### src/rtl/ssag_pkg.sv
// ============================================================================
// ssag_pkg
// Shared types and constants of the spiral scan address generator.
// ============================================================================
`default_nettype none

package ssag_pkg;

    // Configuration register layout
    localparam int CFG_W      = 7;   // width of the rows / cols registers
    localparam int CFG_ADDR_W = 1;   // register index width

    localparam logic [CFG_ADDR_W-1:0] CFG_ROWS = 1'd0;
    localparam logic [CFG_ADDR_W-1:0] CFG_COLS = 1'd1;

    // Result field widths
    localparam int OUT_W = 6;        // row and col address fields

    // Stream data widths (byte aligned)
    localparam int S_DATA_W = 8;     // restart
    localparam int M_DATA_W = 16;    // row, col

    // Side of the current ring being walked
    typedef enum logic [1:0] {
        LEG_DOWN  = 2'd0,
        LEG_RIGHT = 2'd1,
        LEG_UP    = 2'd2,
        LEG_LEFT  = 2'd3
    } leg_t;

endpackage : ssag_pkg

`default_nettype wire

### src/rtl/ssag_step.sv
// ============================================================================
// ssag_step
// One step of the spiral walk: from the current address, ring and leg, works
// out the next address, or flags that the scan has run out of rings.
// ============================================================================
`default_nettype none

module ssag_step #(
    parameter int MAX_DIM = 64
) (
    input  wire logic [$clog2(MAX_DIM+1)-1:0] eff_rows,
    input  wire logic [$clog2(MAX_DIM+1)-1:0] eff_cols,
    input  wire logic [$clog2(MAX_DIM)-1:0]   cur_row,
    input  wire logic [$clog2(MAX_DIM)-1:0]   cur_col,
    input  wire logic [$clog2(MAX_DIM)-1:0]   ring,
    input  wire ssag_pkg::leg_t                leg,
    output logic      [$clog2(MAX_DIM)-1:0]   nxt_row,
    output logic      [$clog2(MAX_DIM)-1:0]   nxt_col,
    output logic      [$clog2(MAX_DIM)-1:0]   nxt_ring,
    output ssag_pkg::leg_t                     nxt_leg,
    output logic                               scan_end
);
    import ssag_pkg::*;

    localparam int DIM_W = $clog2(MAX_DIM+1);
    localparam int IDX_W = $clog2(MAX_DIM);
    localparam int SW    = DIM_W + 2;

    logic signed [SW-1:0] er_s;
    logic signed [SW-1:0] ec_s;
    logic signed [SW-1:0] r_s;
    logic signed [SW-1:0] y_s;
    logic signed [SW-1:0] x_s;
    logic signed [SW-1:0] h_s;
    logic signed [SW-1:0] l_s;
    logic signed [SW-1:0] y_max;
    logic signed [SW-1:0] x_max;
    logic                 ring_last;   // next ring would be empty
    logic [IDX_W-1:0]     ring_inc;

    // Ring geometry
    assign er_s      = SW'(eff_rows);
    assign ec_s      = SW'(eff_cols);
    assign r_s       = SW'(ring);
    assign y_s       = SW'(cur_row);
    assign x_s       = SW'(cur_col);
    assign h_s       = er_s - (r_s <<< 1);
    assign l_s       = ec_s - (r_s <<< 1);
    assign y_max     = er_s - r_s - SW'(1);
    assign x_max     = ec_s - r_s - SW'(1);
    assign ring_last = (h_s <= SW'(2)) || (l_s <= SW'(2));
    assign ring_inc  = ring + IDX_W'(1);

    // Next address
    always_comb
    begin
        nxt_row  = cur_row;
        nxt_col  = cur_col;
        nxt_ring = ring;
        nxt_leg  = leg;
        scan_end = 1'b0;

        if ((h_s <= SW'(0)) || (l_s <= SW'(0)))
        begin
            scan_end = 1'b1;
        end
        else if (h_s == SW'(1))
        begin
            // single-row ring: left to right
            if (x_s < x_max)
            begin
                nxt_col = cur_col + IDX_W'(1);
            end
            else
            begin
                scan_end = 1'b1;
            end
        end
        else if (l_s == SW'(1))
        begin
            // single-column ring: top to bottom
            if (y_s < y_max)
            begin
                nxt_row = cur_row + IDX_W'(1);
            end
            else
            begin
                scan_end = 1'b1;
            end
        end
        else
        begin
            unique case (leg)
                LEG_DOWN:
                begin
                    if (y_s < y_max)
                    begin
                        nxt_row = cur_row + IDX_W'(1);
                    end
                    else
                    begin
                        nxt_leg = LEG_RIGHT;
                        nxt_col = cur_col + IDX_W'(1);
                    end
                end
                LEG_RIGHT:
                begin
                    if (x_s < x_max)
                    begin
                        nxt_col = cur_col + IDX_W'(1);
                    end
                    else
                    begin
                        nxt_leg = LEG_UP;
                        nxt_row = cur_row - IDX_W'(1);
                    end
                end
                LEG_UP:
                begin
                    if (y_s > r_s)
                    begin
                        nxt_row = cur_row - IDX_W'(1);
                    end
                    else if (l_s >= SW'(3))
                    begin
                        nxt_leg = LEG_LEFT;
                        nxt_col = cur_col - IDX_W'(1);
                    end
                    else
                    begin
                        scan_end = ring_last;
                        nxt_ring = ring_inc;
                        nxt_row  = ring_inc;
                        nxt_col  = ring_inc;
                        nxt_leg  = LEG_DOWN;
                    end
                end
                default:
                begin
                    if (x_s > r_s + SW'(1))
                    begin
                        nxt_col = cur_col - IDX_W'(1);
                    end
                    else
                    begin
                        scan_end = ring_last;
                        nxt_ring = ring_inc;
                        nxt_row  = ring_inc;
                        nxt_col  = ring_inc;
                        nxt_leg  = LEG_DOWN;
                    end
                end
            endcase
        end
    end

endmodule : ssag_step

`default_nettype wire

### src/rtl/spiral_scan_address_generator_top.sv
// ============================================================================
// spiral_scan_address_generator_top
// Emits the (row, col) addresses of a rows-by-cols matrix in spiral order,
// one address per request, flagging the final address of each scan.
// ============================================================================
//
//  Channel | Signals                          | Contents
//  --------+----------------------------------+----------------------------------
//  s_*     | s_tvalid s_tready s_tdata[7:0]   | [0] restart
//  m_*     | m_tvalid m_tready m_tdata[15:0]  | [5:0] row, [11:6] col
//          | m_tlast                          | last_of_scan
//  cfg_*   | cfg_we cfg_addr cfg_wdata[6:0]   | 0 rows, 1 cols
//
//  One request per cycle unless the output stalls; each address is registered
//  in the output register while the step logic updates the scan state registers.
//  The output register frees as it is taken, so a request is accepted in the
//  same cycle that the previous address leaves.
//  Reset clears the scan state; rows and cols come up as 64 (or MAX_DIM).
//  A configuration write abandons the active scan.
// ============================================================================
`default_nettype none

module spiral_scan_address_generator_top #(
    parameter int MAX_DIM = 64
) (
    input  wire logic                              clk,
    input  wire logic                              rst_n,
    // request stream
    input  wire logic                              s_tvalid,
    output logic                                   s_tready,
    input  wire logic [ssag_pkg::S_DATA_W-1:0]    s_tdata,   // [0] restart
    // address stream
    output logic                                   m_tvalid,
    input  wire logic                              m_tready,
    output logic      [ssag_pkg::M_DATA_W-1:0]    m_tdata,   // [5:0] row, [11:6] col
    output logic                                   m_tlast,
    // configuration
    input  wire logic                              cfg_we,
    input  wire logic [ssag_pkg::CFG_ADDR_W-1:0]  cfg_addr,
    input  wire logic [ssag_pkg::CFG_W-1:0]       cfg_wdata
);
    import ssag_pkg::*;

    localparam int DIM_W = $clog2(MAX_DIM+1);
    localparam int IDX_W = $clog2(MAX_DIM);
    localparam int REM_W = $clog2(MAX_DIM*MAX_DIM+1);
    localparam int RST_DIM = (MAX_DIM < 64) ? MAX_DIM : 64;

    // Clamp a dimension register to 1..MAX_DIM
    function automatic logic [DIM_W-1:0] eff_dim(input logic [CFG_W-1:0] v);
        logic [DIM_W-1:0] d;
        begin
            if (v == '0)
                d = DIM_W'(1);
            else if (32'(v) > MAX_DIM)
                d = DIM_W'(MAX_DIM);
            else
                d = DIM_W'(v);
            return d;
        end
    endfunction

    // Configuration and scan state
    logic [DIM_W-1:0] eff_rows_reg, eff_rows_next;
    logic [DIM_W-1:0] eff_cols_reg, eff_cols_next;
    logic [REM_W-1:0] total_reg,    total_next;
    logic [IDX_W-1:0] cur_row_reg,  cur_row_next;
    logic [IDX_W-1:0] cur_col_reg,  cur_col_next;
    logic [IDX_W-1:0] ring_reg,     ring_next;
    leg_t             leg_reg,      leg_next;
    logic [REM_W-1:0] remaining_reg, remaining_next;

    // Output register
    logic             out_valid_reg, out_valid_next;
    logic [OUT_W-1:0] out_row_reg,   out_row_next;
    logic [OUT_W-1:0] out_col_reg,   out_col_next;
    logic             out_last_reg,  out_last_next;

    // Step datapath
    logic             accept;
    logic             start;
    logic [IDX_W-1:0] st_row;
    logic [IDX_W-1:0] st_col;
    logic [IDX_W-1:0] st_ring;
    leg_t             st_leg;
    logic [REM_W-1:0] rem_dec;
    logic             is_last;
    logic [IDX_W-1:0] adv_row;
    logic [IDX_W-1:0] adv_col;
    logic [IDX_W-1:0] adv_ring;
    leg_t             adv_leg;
    logic             adv_end;

    assign s_tready = !out_valid_reg || m_tready;
    assign accept   = s_tvalid && s_tready;

    // Restart or idle: begin a new scan at the top-left corner
    assign start   = s_tdata[0] || (remaining_reg == '0);
    assign st_row  = start ? '0 : cur_row_reg;
    assign st_col  = start ? '0 : cur_col_reg;
    assign st_ring = start ? '0 : ring_reg;
    assign st_leg  = start ? LEG_DOWN : leg_reg;
    assign rem_dec = (start ? total_reg : remaining_reg) - REM_W'(1);
    assign is_last = (rem_dec == '0);

    ssag_step #(
        .MAX_DIM (MAX_DIM)
    ) u_step (
        .eff_rows (eff_rows_reg),
        .eff_cols (eff_cols_reg),
        .cur_row  (st_row),
        .cur_col  (st_col),
        .ring     (st_ring),
        .leg      (st_leg),
        .nxt_row  (adv_row),
        .nxt_col  (adv_col),
        .nxt_ring (adv_ring),
        .nxt_leg  (adv_leg),
        .scan_end (adv_end)
    );

    // Next state
    always_comb
    begin
        eff_rows_next  = eff_rows_reg;
        eff_cols_next  = eff_cols_reg;
        total_next     = total_reg;
        cur_row_next   = cur_row_reg;
        cur_col_next   = cur_col_reg;
        ring_next      = ring_reg;
        leg_next       = leg_reg;
        remaining_next = remaining_reg;
        out_valid_next = out_valid_reg && !m_tready;
        out_row_next   = out_row_reg;
        out_col_next   = out_col_reg;
        out_last_next  = out_last_reg;

        if (accept)
        begin
            out_valid_next = 1'b1;
            out_row_next   = OUT_W'(st_row);
            out_col_next   = OUT_W'(st_col);
            out_last_next  = is_last;
            if (is_last || adv_end)
            begin
                remaining_next = '0;
                cur_row_next   = '0;
                cur_col_next   = '0;
                ring_next      = '0;
                leg_next       = LEG_DOWN;
            end
            else
            begin
                remaining_next = rem_dec;
                cur_row_next   = adv_row;
                cur_col_next   = adv_col;
                ring_next      = adv_ring;
                leg_next       = adv_leg;
            end
        end

        // The user must write registers only while idle; the block does not enforce this. A write drops any scan
        if (cfg_we)
        begin
            unique case (cfg_addr)
                CFG_ROWS:
                begin
                    eff_rows_next = eff_dim(cfg_wdata);
                    total_next    = REM_W'(eff_rows_next) * REM_W'(eff_cols_reg);
                end
                CFG_COLS:
                begin
                    eff_cols_next = eff_dim(cfg_wdata);
                    total_next    = REM_W'(eff_rows_reg) * REM_W'(eff_cols_next);
                end
                default:
                begin
                    eff_rows_next = eff_rows_reg;
                end
            endcase
            remaining_next = '0;
            cur_row_next   = '0;
            cur_col_next   = '0;
            ring_next      = '0;
            leg_next       = LEG_DOWN;
        end
    end

    // Control and configuration registers
    always_ff @(posedge clk or negedge rst_n)
    begin
        if (!rst_n)
        begin
            eff_rows_reg  <= DIM_W'(RST_DIM);
            eff_cols_reg  <= DIM_W'(RST_DIM);
            total_reg     <= REM_W'(RST_DIM * RST_DIM);
            cur_row_reg   <= '0;
            cur_col_reg   <= '0;
            ring_reg      <= '0;
            leg_reg       <= LEG_DOWN;
            remaining_reg <= '0;
            out_valid_reg <= 1'b0;
        end
        else
        begin
            eff_rows_reg  <= eff_rows_next;
            eff_cols_reg  <= eff_cols_next;
            total_reg     <= total_next;
            cur_row_reg   <= cur_row_next;
            cur_col_reg   <= cur_col_next;
            ring_reg      <= ring_next;
            leg_reg       <= leg_next;
            remaining_reg <= remaining_next;
            out_valid_reg <= out_valid_next;
        end
    end

    // Output payload
    always_ff @(posedge clk)
    begin
        out_row_reg  <= out_row_next;
        out_col_reg  <= out_col_next;
        out_last_reg <= out_last_next;
    end

    assign m_tvalid = out_valid_reg;
    assign m_tdata  = {(M_DATA_W - 2*OUT_W)'(0), out_col_reg, out_row_reg};
    assign m_tlast  = out_last_reg;

endmodule : spiral_scan_address_generator_top

`default_nettype wire

### config.mk
export PLATFORM = sky130hd
export DESIGN_NAME = spiral_scan_address_generator_top
export DESIGN_NICKNAME = d
export VERILOG_FILES = /design/src/rtl/ssag_pkg.sv /design/src/rtl/ssag_step.sv /design/src/rtl/spiral_scan_address_generator_top.sv
export SDC_FILE = /design/constraint.sdc
export NUM_CORES = 1
export LEC_CHECK = 0
export BUFFER_PORTS_ARGS = -buffer_cell sky130_fd_sc_hd__buf_2
export CAP_MARGIN = 20
export CORE_MARGIN = 3
export CORE_UTILIZATION = 59
export CTS_CLUSTER_DIAMETER = 100
export DETAILED_ROUTE_END_ITERATION = 16
export GPL_ROUTABILITY_DRIVEN = 0
export PLACE_DENSITY_LB_ADDON = 0.08
export SYNTH_ARGS = -nofsm -noshare
export SYNTH_HDL_FRONTEND = slang
export SYNTH_HIERARCHICAL = 1
export SYNTH_SLANG_ARGS = --single-unit
### constraint.sdc
create_clock -name clk -period 5.77 [get_ports clk]
set_input_delay 0.8655 -clock clk [delete_from_list [all_inputs] [get_ports clk]]
set_output_delay 0.8655 -clock clk [all_outputs]
set_load 0.1 [all_outputs]
After elaboration in Yosys (flattened, before gate mapping)

Index checks and enable logic that the tools add are counted.

Bits in registers: 74
Input port bits: 21
Output and inout bits: 19
Word-level logic and storage cells: 130

Add/subtract/negate cells: 13
Multiply operators: 2
$lt $le $gt $ge: 10
Eq/ne operators: 4
Mux-type cells: 71
Bitwise operators: 1
Reduce and logical (&&, ||, !) cells: 17

Operators by type and width:

| cell                                                            | count |
|---|---|
| two-way mux 6 bit                                               | 34 |
| two-way mux 13 bit                                              | 4 |
| two-way mux 7 bit                                               | 6 |
| case mux 6 bit (3 select lines)                                 | 2 |
| logical NOT 13 bit                                              | 2 |
| multiplier 7 x 7 -> 13 bit                                      | 2 |
| case mux 13 bit (2 select lines)                                | 1 |
| two-way mux 2 bit                                               | 12 |
| adder 6 x 1 -> 6 bit (second input constant)                    | 3 |
| equality test 9 x 2 -> 1 bit (second input constant)            | 2 |
| less-or-equal comparator 9 x 1 -> 1 bit (second input constant) | 2 |
| less-or-equal comparator 9 x 3 -> 1 bit (second input constant) | 2 |
| < comparator 7 x 9 -> 1 bit                                     | 2 |
| subtractor 9 x 2 -> 9 bit (second input constant)               | 2 |
| subtractor 7 x 6 -> 8 bit                                       | 2 |
| subtractor 7 x 7 -> 8 bit                                       | 2 |
| subtractor 13 x 1 -> 13 bit (second input constant)             | 1 |
| case mux 6 bit (2 select lines)                                 | 1 |
| subtractor 6 x 1 -> 6 bit (second input constant)               | 2 |
| >= comparator 9 x 3 -> 1 bit (second input constant)            | 1 |
| greater-than comparator 7 x 9 -> 1 bit                          | 1 |
| two-way mux 1 bit                                               | 9 |
| adder 6 x 1 -> 7 bit (second input constant)                    | 1 |
| greater-than comparator 7 bit (second input constant)           | 1 |
| 14 further kinds                                                | 21 |

Depth between registers and ports, before layout

Depth after elaboration: 16
Gate-level depth with buffers: 27
Gate-level depth less buffers: 22

Modules after synthesis

The synthesis kept the hierarchy.

Modules (own cells, without submodules):

| module                            | times used | cells each | area each (um2) | seq. area each (um2) |
|---|---|---|---|---|
| spiral_scan_address_generator_top | 1          | 654        | 6612.6          | 1920.6 |
| ssag_step                         | 1          | 554        | 3724.8          | 0.0 |

Worst setup path before layout

Ideal clock, no wire load.

Kind: input port to flip-flop
From: input s_tdata[0] (netlist bit)
To: register cur_row_reg[1]
Setup time: 0.066 ns
Arrival time: 5.852 ns
Required time: 5.704 ns
Slack: -0.148 ns
Stages: 25
Buffers on the path: 6
Path through: buf_2 > a41oi_4 > buf_4 > clkbuf_1 > and2_1 > clkbuf_1 > inv_1 > ha_1 > a21oi_1 > nand2_1 > xor2_1 > xnor2_1 > ha_1 > a2111oi_0 > o31a_1 > a2111oi_2 > a21oi_2 > nand2_2 > buf_1 > nor4_1 > nor2_1 > or3_1 > a41oi_2 > buf_6 > a22o_1

Cells in the longest elaborated chain, start to end: 15
Elaborated cells on any way between the ends: 57
Those cells by class: add/sub (11); order compare (9); eq/ne (4); mux (26); reduce/logical (7)

RTL lines:

| item                                                              | line                                     | source |
|---|---|---|
| from (decl)                                                       | spiral_scan_address_generator_top.sv:31  | `input wire logic [ssag_pkg::S_DATA_W-1:0] s_tdata,` |
| logical OR 1 bit (*)                                              | spiral_scan_address_generator_top.sv:98  | `assign start = s_tdata[0] \|\| (remaining_reg == '0);` |
| two-way mux 6 bit (*)                                             | spiral_scan_address_generator_top.sv:101 | `assign st_ring = start ? '0 : ring_reg;` |
| net st_ring[2]                                                    | spiral_scan_address_generator_top.sv:84  | `logic [IDX_W-1:0] st_ring;` |
| branches (longest 8 deep; another with subtractor 9 x 2 -> 9 bit) | n/a                                      |  |
| two-way mux 1 bit (*)                                             | ssag_step.sv:63                          | `if ((h_s <= SW'(0)) \|\| (l_s <= SW'(0)))` |
| net adv_end                                                       | spiral_scan_address_generator_top.sv:92  | `logic adv_end;` |
| logical OR 1 bit (*)                                              | spiral_scan_address_generator_top.sv:144 | `if (is_last \|\| adv_end)` |
| two-way mux 6 bit (*)                                             | spiral_scan_address_generator_top.sv:144 |  |
| two-way mux 6 bit (*)                                             | spiral_scan_address_generator_top.sv:138 | `if (accept)` |
| two-way mux 6 bit (*)                                             | spiral_scan_address_generator_top.sv:163 | `if (cfg_we)` |
| to (signal assigned)                                              | spiral_scan_address_generator_top.sv:209 | `cur_row_reg <= cur_row_next;` |
| to (decl)                                                         | spiral_scan_address_generator_top.sv:67  | `logic [IDX_W-1:0] cur_row_reg, cur_row_next;` |

Mark *: on every way through the listed nets, which the timed path passes. The select of a mux whose other input is x is not followed.
A chain may end at the register's enable or synchronous reset.

Worst setup path in the final report

From: register remaining_reg[4]
To: register cur_row_reg[1]

Elaborated cells on any way between the ends: 58
Those cells by class: add/sub (11); order compare (9); eq/ne (4); mux (26); reduce/logical (8)

RTL lines:

| item                                                | line                                     | source |
|---|---|---|
| from (decl)                                         | spiral_scan_address_generator_top.sv:71  | `logic [REM_W-1:0] remaining_reg, remaining_next;` |
| from (signal assigned)                              | spiral_scan_address_generator_top.sv:213 | `remaining_reg <= remaining_next;` |
| logical NOT 13 bit (*)                              | spiral_scan_address_generator_top.sv:98  |  |
| logical OR 1 bit (*)                                | spiral_scan_address_generator_top.sv:98  |  |
| two-way mux 6 bit (*)                               | spiral_scan_address_generator_top.sv:101 |  |
| net st_ring[0]                                      | spiral_scan_address_generator_top.sv:84  |  |
| subtractor 7 x 6 -> 8 bit (tied with other cells)   | ssag_step.sv:50                          | `assign x_max = ec_s - r_s - SW'(1);` |
| subtractor 9 x 2 -> 9 bit (tied with other cells)   | ssag_step.sv:50                          |  |
| < comparator 7 x 9 -> 1 bit (tied with other cells) | ssag_step.sv:108                         | `if (x_s < x_max)` |
| two-way mux 6 bit, on equally long branches         | n/a                                      |  |
| case mux 6 bit (3 select lines)                     | ssag_step.sv:93                          | `unique case (leg)` |
| two-way mux 6 bit                                   | ssag_step.sv:79                          | `else if (l_s == SW'(1))` |
| two-way mux 6 bit                                   | ssag_step.sv:67                          | `else if (h_s == SW'(1))` |
| two-way mux 6 bit (*)                               | ssag_step.sv:63                          |  |
| net adv_row[1]                                      | spiral_scan_address_generator_top.sv:88  | `logic [IDX_W-1:0] adv_row;` |
| two-way mux 6 bit (*)                               | spiral_scan_address_generator_top.sv:144 |  |
| two-way mux 6 bit (*)                               | spiral_scan_address_generator_top.sv:138 |  |
| two-way mux 6 bit (*)                               | spiral_scan_address_generator_top.sv:163 |  |

Mark *: on every way through the listed nets, which the timed path passes. The rest lies on a longest branch. The select of a mux whose other input is x is not followed.

==> reports/qor.json <==
{
  "port_buffers": 28,
  "design_power_total_mw": 2.86,
  "end_kind": "register",
  "initialDrtViolationCount": 1004,
  "synth_enable_flop_cells": 13,
  "synth.ff_latch_count": 74,
  "final_nets": 1453,
  "drt.antenna.violating_nets": 0,
  "syn_to_final_growth_pct": 10.7,
  "hold_buffers": 0,
  "diodes": 0,
  "hp-start": "ring_reg[3]",
  "synth_top_flop_cell": "dfrtp_1",
  "ys_top_cells_by_count": "115 x ha_1, 102 x nand2_1, 93 x and2_1, 83 x a21oi_1, 83 x inv_1",
  "initial_core_util": 0.612,
  "timing.hold.ws_ns": 0.495,
  "min_path_type": "reg2reg",
  "finalHoldViolations": 0,
  "net-switching-power_mw": 1.26,
  "seq_power_share": 0.232,
  "synth.top_cell.area_share": 0.140,
  "power.clock.fraction": 0.225,
  "synth_cells": 1208,
  "cts_tree": "done",
  "power_leakage_nw": 5.24,
  "internal_power_mw": 1.60,
  "final.setup_skew_ns": 0.0133,
  "setup_slack_ns": 0.103,
  "worst_pin_slew_ns": 0.818,
  "cts.clk_slew.worst_paths_ns": 0.07,
  "slew_headroom": 0.451,
  "synth.area.top_cells": "dfrtp_1 14%, ha_1 14%, fa_1 9.7%, and2_1 5.6%, a21oi_1 4.0%",
  "numCtsBuffers": 9,
  "grt_max_degree": 62,
  "grt_use_total": 0.291,
  "irDropWorstVdd_mv": 0.164,
  "stdcell_count": 1492,
  "synthDominantAreaCellType": "dfrtp_1",
  "min_delay_path_depth": 1,
  "grt_overflow": 0,
  "first_global_vias": 8908,
  "yosysSeqAreaShare": 0.186,
  "clock_tree.root_cell": "clkbuf_16",
  "drt_pass1_iterations": 7,
  "power.switching_fraction": 0.441,
  "cts_buffer_depth": 2,
  "post-route-period-util": 0.982,
  "whs_endpoint": "ring_reg[3]",
  "synth_area_sq_um": 10300,
  "maxCapViolations": 0,
  "dp_slack_ns": -0.165,
  "setup_crit_path_kind": "reg2reg",
  "dpl.hpwl_microns": 21600,
  "via_count": 9659,
  "endpoint_required_time_on_the_critical_path_ns": 6.06,
  "clock_sinks": 74,
  "number_of_remaining_drc_errors": 0,
  "grt_antenna_before_repair": 0,
  "worst_r2r_startpoint": "remaining_reg[4]",
  "clkLatencyLatePin_ns": 0.36,
  "ff2ff_path_depth": 22,
  "avgViaCountPerCell": 6.47,
  "run_status": "finished, final reports clean",
  "timing.reg2reg.setup_slack_ns": 0.10,
  "share_comb_of_total_power": 0.542,
  "worst_setup_path_start_kind": "register",
  "final_util": 0.678,
  "htree_levels": 3,
  "timing.critical_path.fanout_max": 7,
  "io_pins": 40,
  "fp.coreArea_sq_um": 16900,
  "numPlacedInstances": 1465,
  "netlist-cell-type-count": 95,
  "die_h_microns": 138,
  "synthMostInstantiatedCell": "ha_1",
  "grt_first_pass_wirelength_microns": 45800,
  "cp_data_arrival_time_ns": 5.96,
  "wl_microns": 28600,
  "critical_r2r_capture": "cur_row_reg[1]",
  "postSynth.asyncResetShare": 0.824,
  "syn_avg_cell_area_sq_um": 8.56,
  "die_width_microns": 138,
  "power_density_nw_per_um2": 250,
  "final_period_minus_worst_setup_slack_ns": 5.67,
  "route.detailed.wl_per_inst_microns": 19.2,
  "ys.warnings.count": 6,
  "post_route_cells_drive_above_1_share": 0.145,
  "maxSlewViolCount": 0,
  "report.final.setup_viol": 0,
  "row_count": 47,
  "clock.fmax_ghz": 0.176,
  "die_area_sq_um": 19100
}
metal layers:
metal | vias to the layer above | routed length, microns | GRT usage
li1 | 4453 | - | -
met3 | 83 | 2570 | 0.0518
met4 | 0 | 693 | 0.0910
met1 | 4652 | 12700 | 0.422
met5 | - | 0 | 0
met2 | 471 | 12600 | 0.443
power groups by stage:
| stage | Combinational [mW] | Sequential (mW) | Clock, mW |
|---|---|---|---|
| 2_1_floorplan | 1.10 | 0.680 | 0 |
| 3_3_place_gp | 1.45 | 0.669 | 0 |
| 3_5_place_dp | 1.47 | 0.671 | 0 |
| 4_1_cts | 1.49 | 0.661 | 0.650 |
| 5_1_grt | 1.70 | 0.672 | 0.671 |
| 6_report | 1.55 | 0.663 | 0.644 |
kinds of logic after synthesis:
logic type	synth area share
multiplexers	0.0419
AND/OR/NAND/NOR	0.211
other	0.000363
buffers and inverters	0.0522
AO/OA/AOI/OAI	0.213
XOR/XNOR	0.0600
adder cells (fa/ha/maj)	0.236
flip-flops	0.186
area by class of cell:
class	instances	area [sq um]
clock inverter	6	87.6
clock buffer	10	239
inverter	85	323
multi-input combinational	1004	7960
tap	220	275
sequential	74	1920
fill	1416	5430
timing repair buffer	93	641
cells in the final DEF (no fill, tap or decap), types with 29 or more instances in the layout:
cell     synthesis  final
a21oi_1         83     82
nand2_1        102    102
dfrtp_1         58     57
inv_1           83     80
xnor2_1         45     44
ha_1           115    114
buf_4            5     64
nor2_1          78     77
fa_1            50     49
o21ai_0         48     47
nand3_1         29     29
and2_1          93     91
through the flow:
stage	cell area, sq um	setup TNS (ns)
after floorplan	10400	0
final	11400	0
after global placement	11000	-0.115
after global routing	11400	-0.00895
after detailed placement	11000	-0.852
after CTS	11300	0
worst max-delay path, cell delays in order (launching register included):
cell,delay (ns)
dfrtp_2,0.44
nor4_4,0.39
a41oi_4,0.22
and2_4,0.22
buf_4,0.15
ha_1,0.23
fa_2,0.37
nand2b_4,0.17
a21oi_4,0.16
xnor2_2,0.12
nor3_4,0.23
xor2_1,0.17
ha_1,0.26
a21oi_1,0.17
o31ai_2,0.11
a21o_1,0.22
a211oi_4,0.35
buf_4,0.19
mux2i_1,0.06
mux4_2,0.49
a222oi_1,0.55
buf_4,0.20
a22o_1,0.11
worst max-delay path by stage:
stage / start / endpoint / slack [ns]
global placement: s_tdata[0] / cur_row_reg[1] / -0.11
detailed placement: s_tdata[0] / cur_row_reg[1] / -0.17
CTS: remaining_reg[5] / cur_row_reg[1] / 0.05
global route: remaining_reg[4] / cur_row_reg[1] / -0.009
floorplan: s_tdata[0] / cur_row_reg[1] / 0.08
finish: remaining_reg[4] / cur_row_reg[1] / 0.10
timing repair:
action | CTS | global route
hold endpoints to repair | 0 | 0
endpoints found under the setup margin | 6 | 33
setup buffers | 1 | 10
gates resized for setup | 0 | 18
pin swaps | 2 | 11
Note: power is estimated with default switching activity, not from simulation.
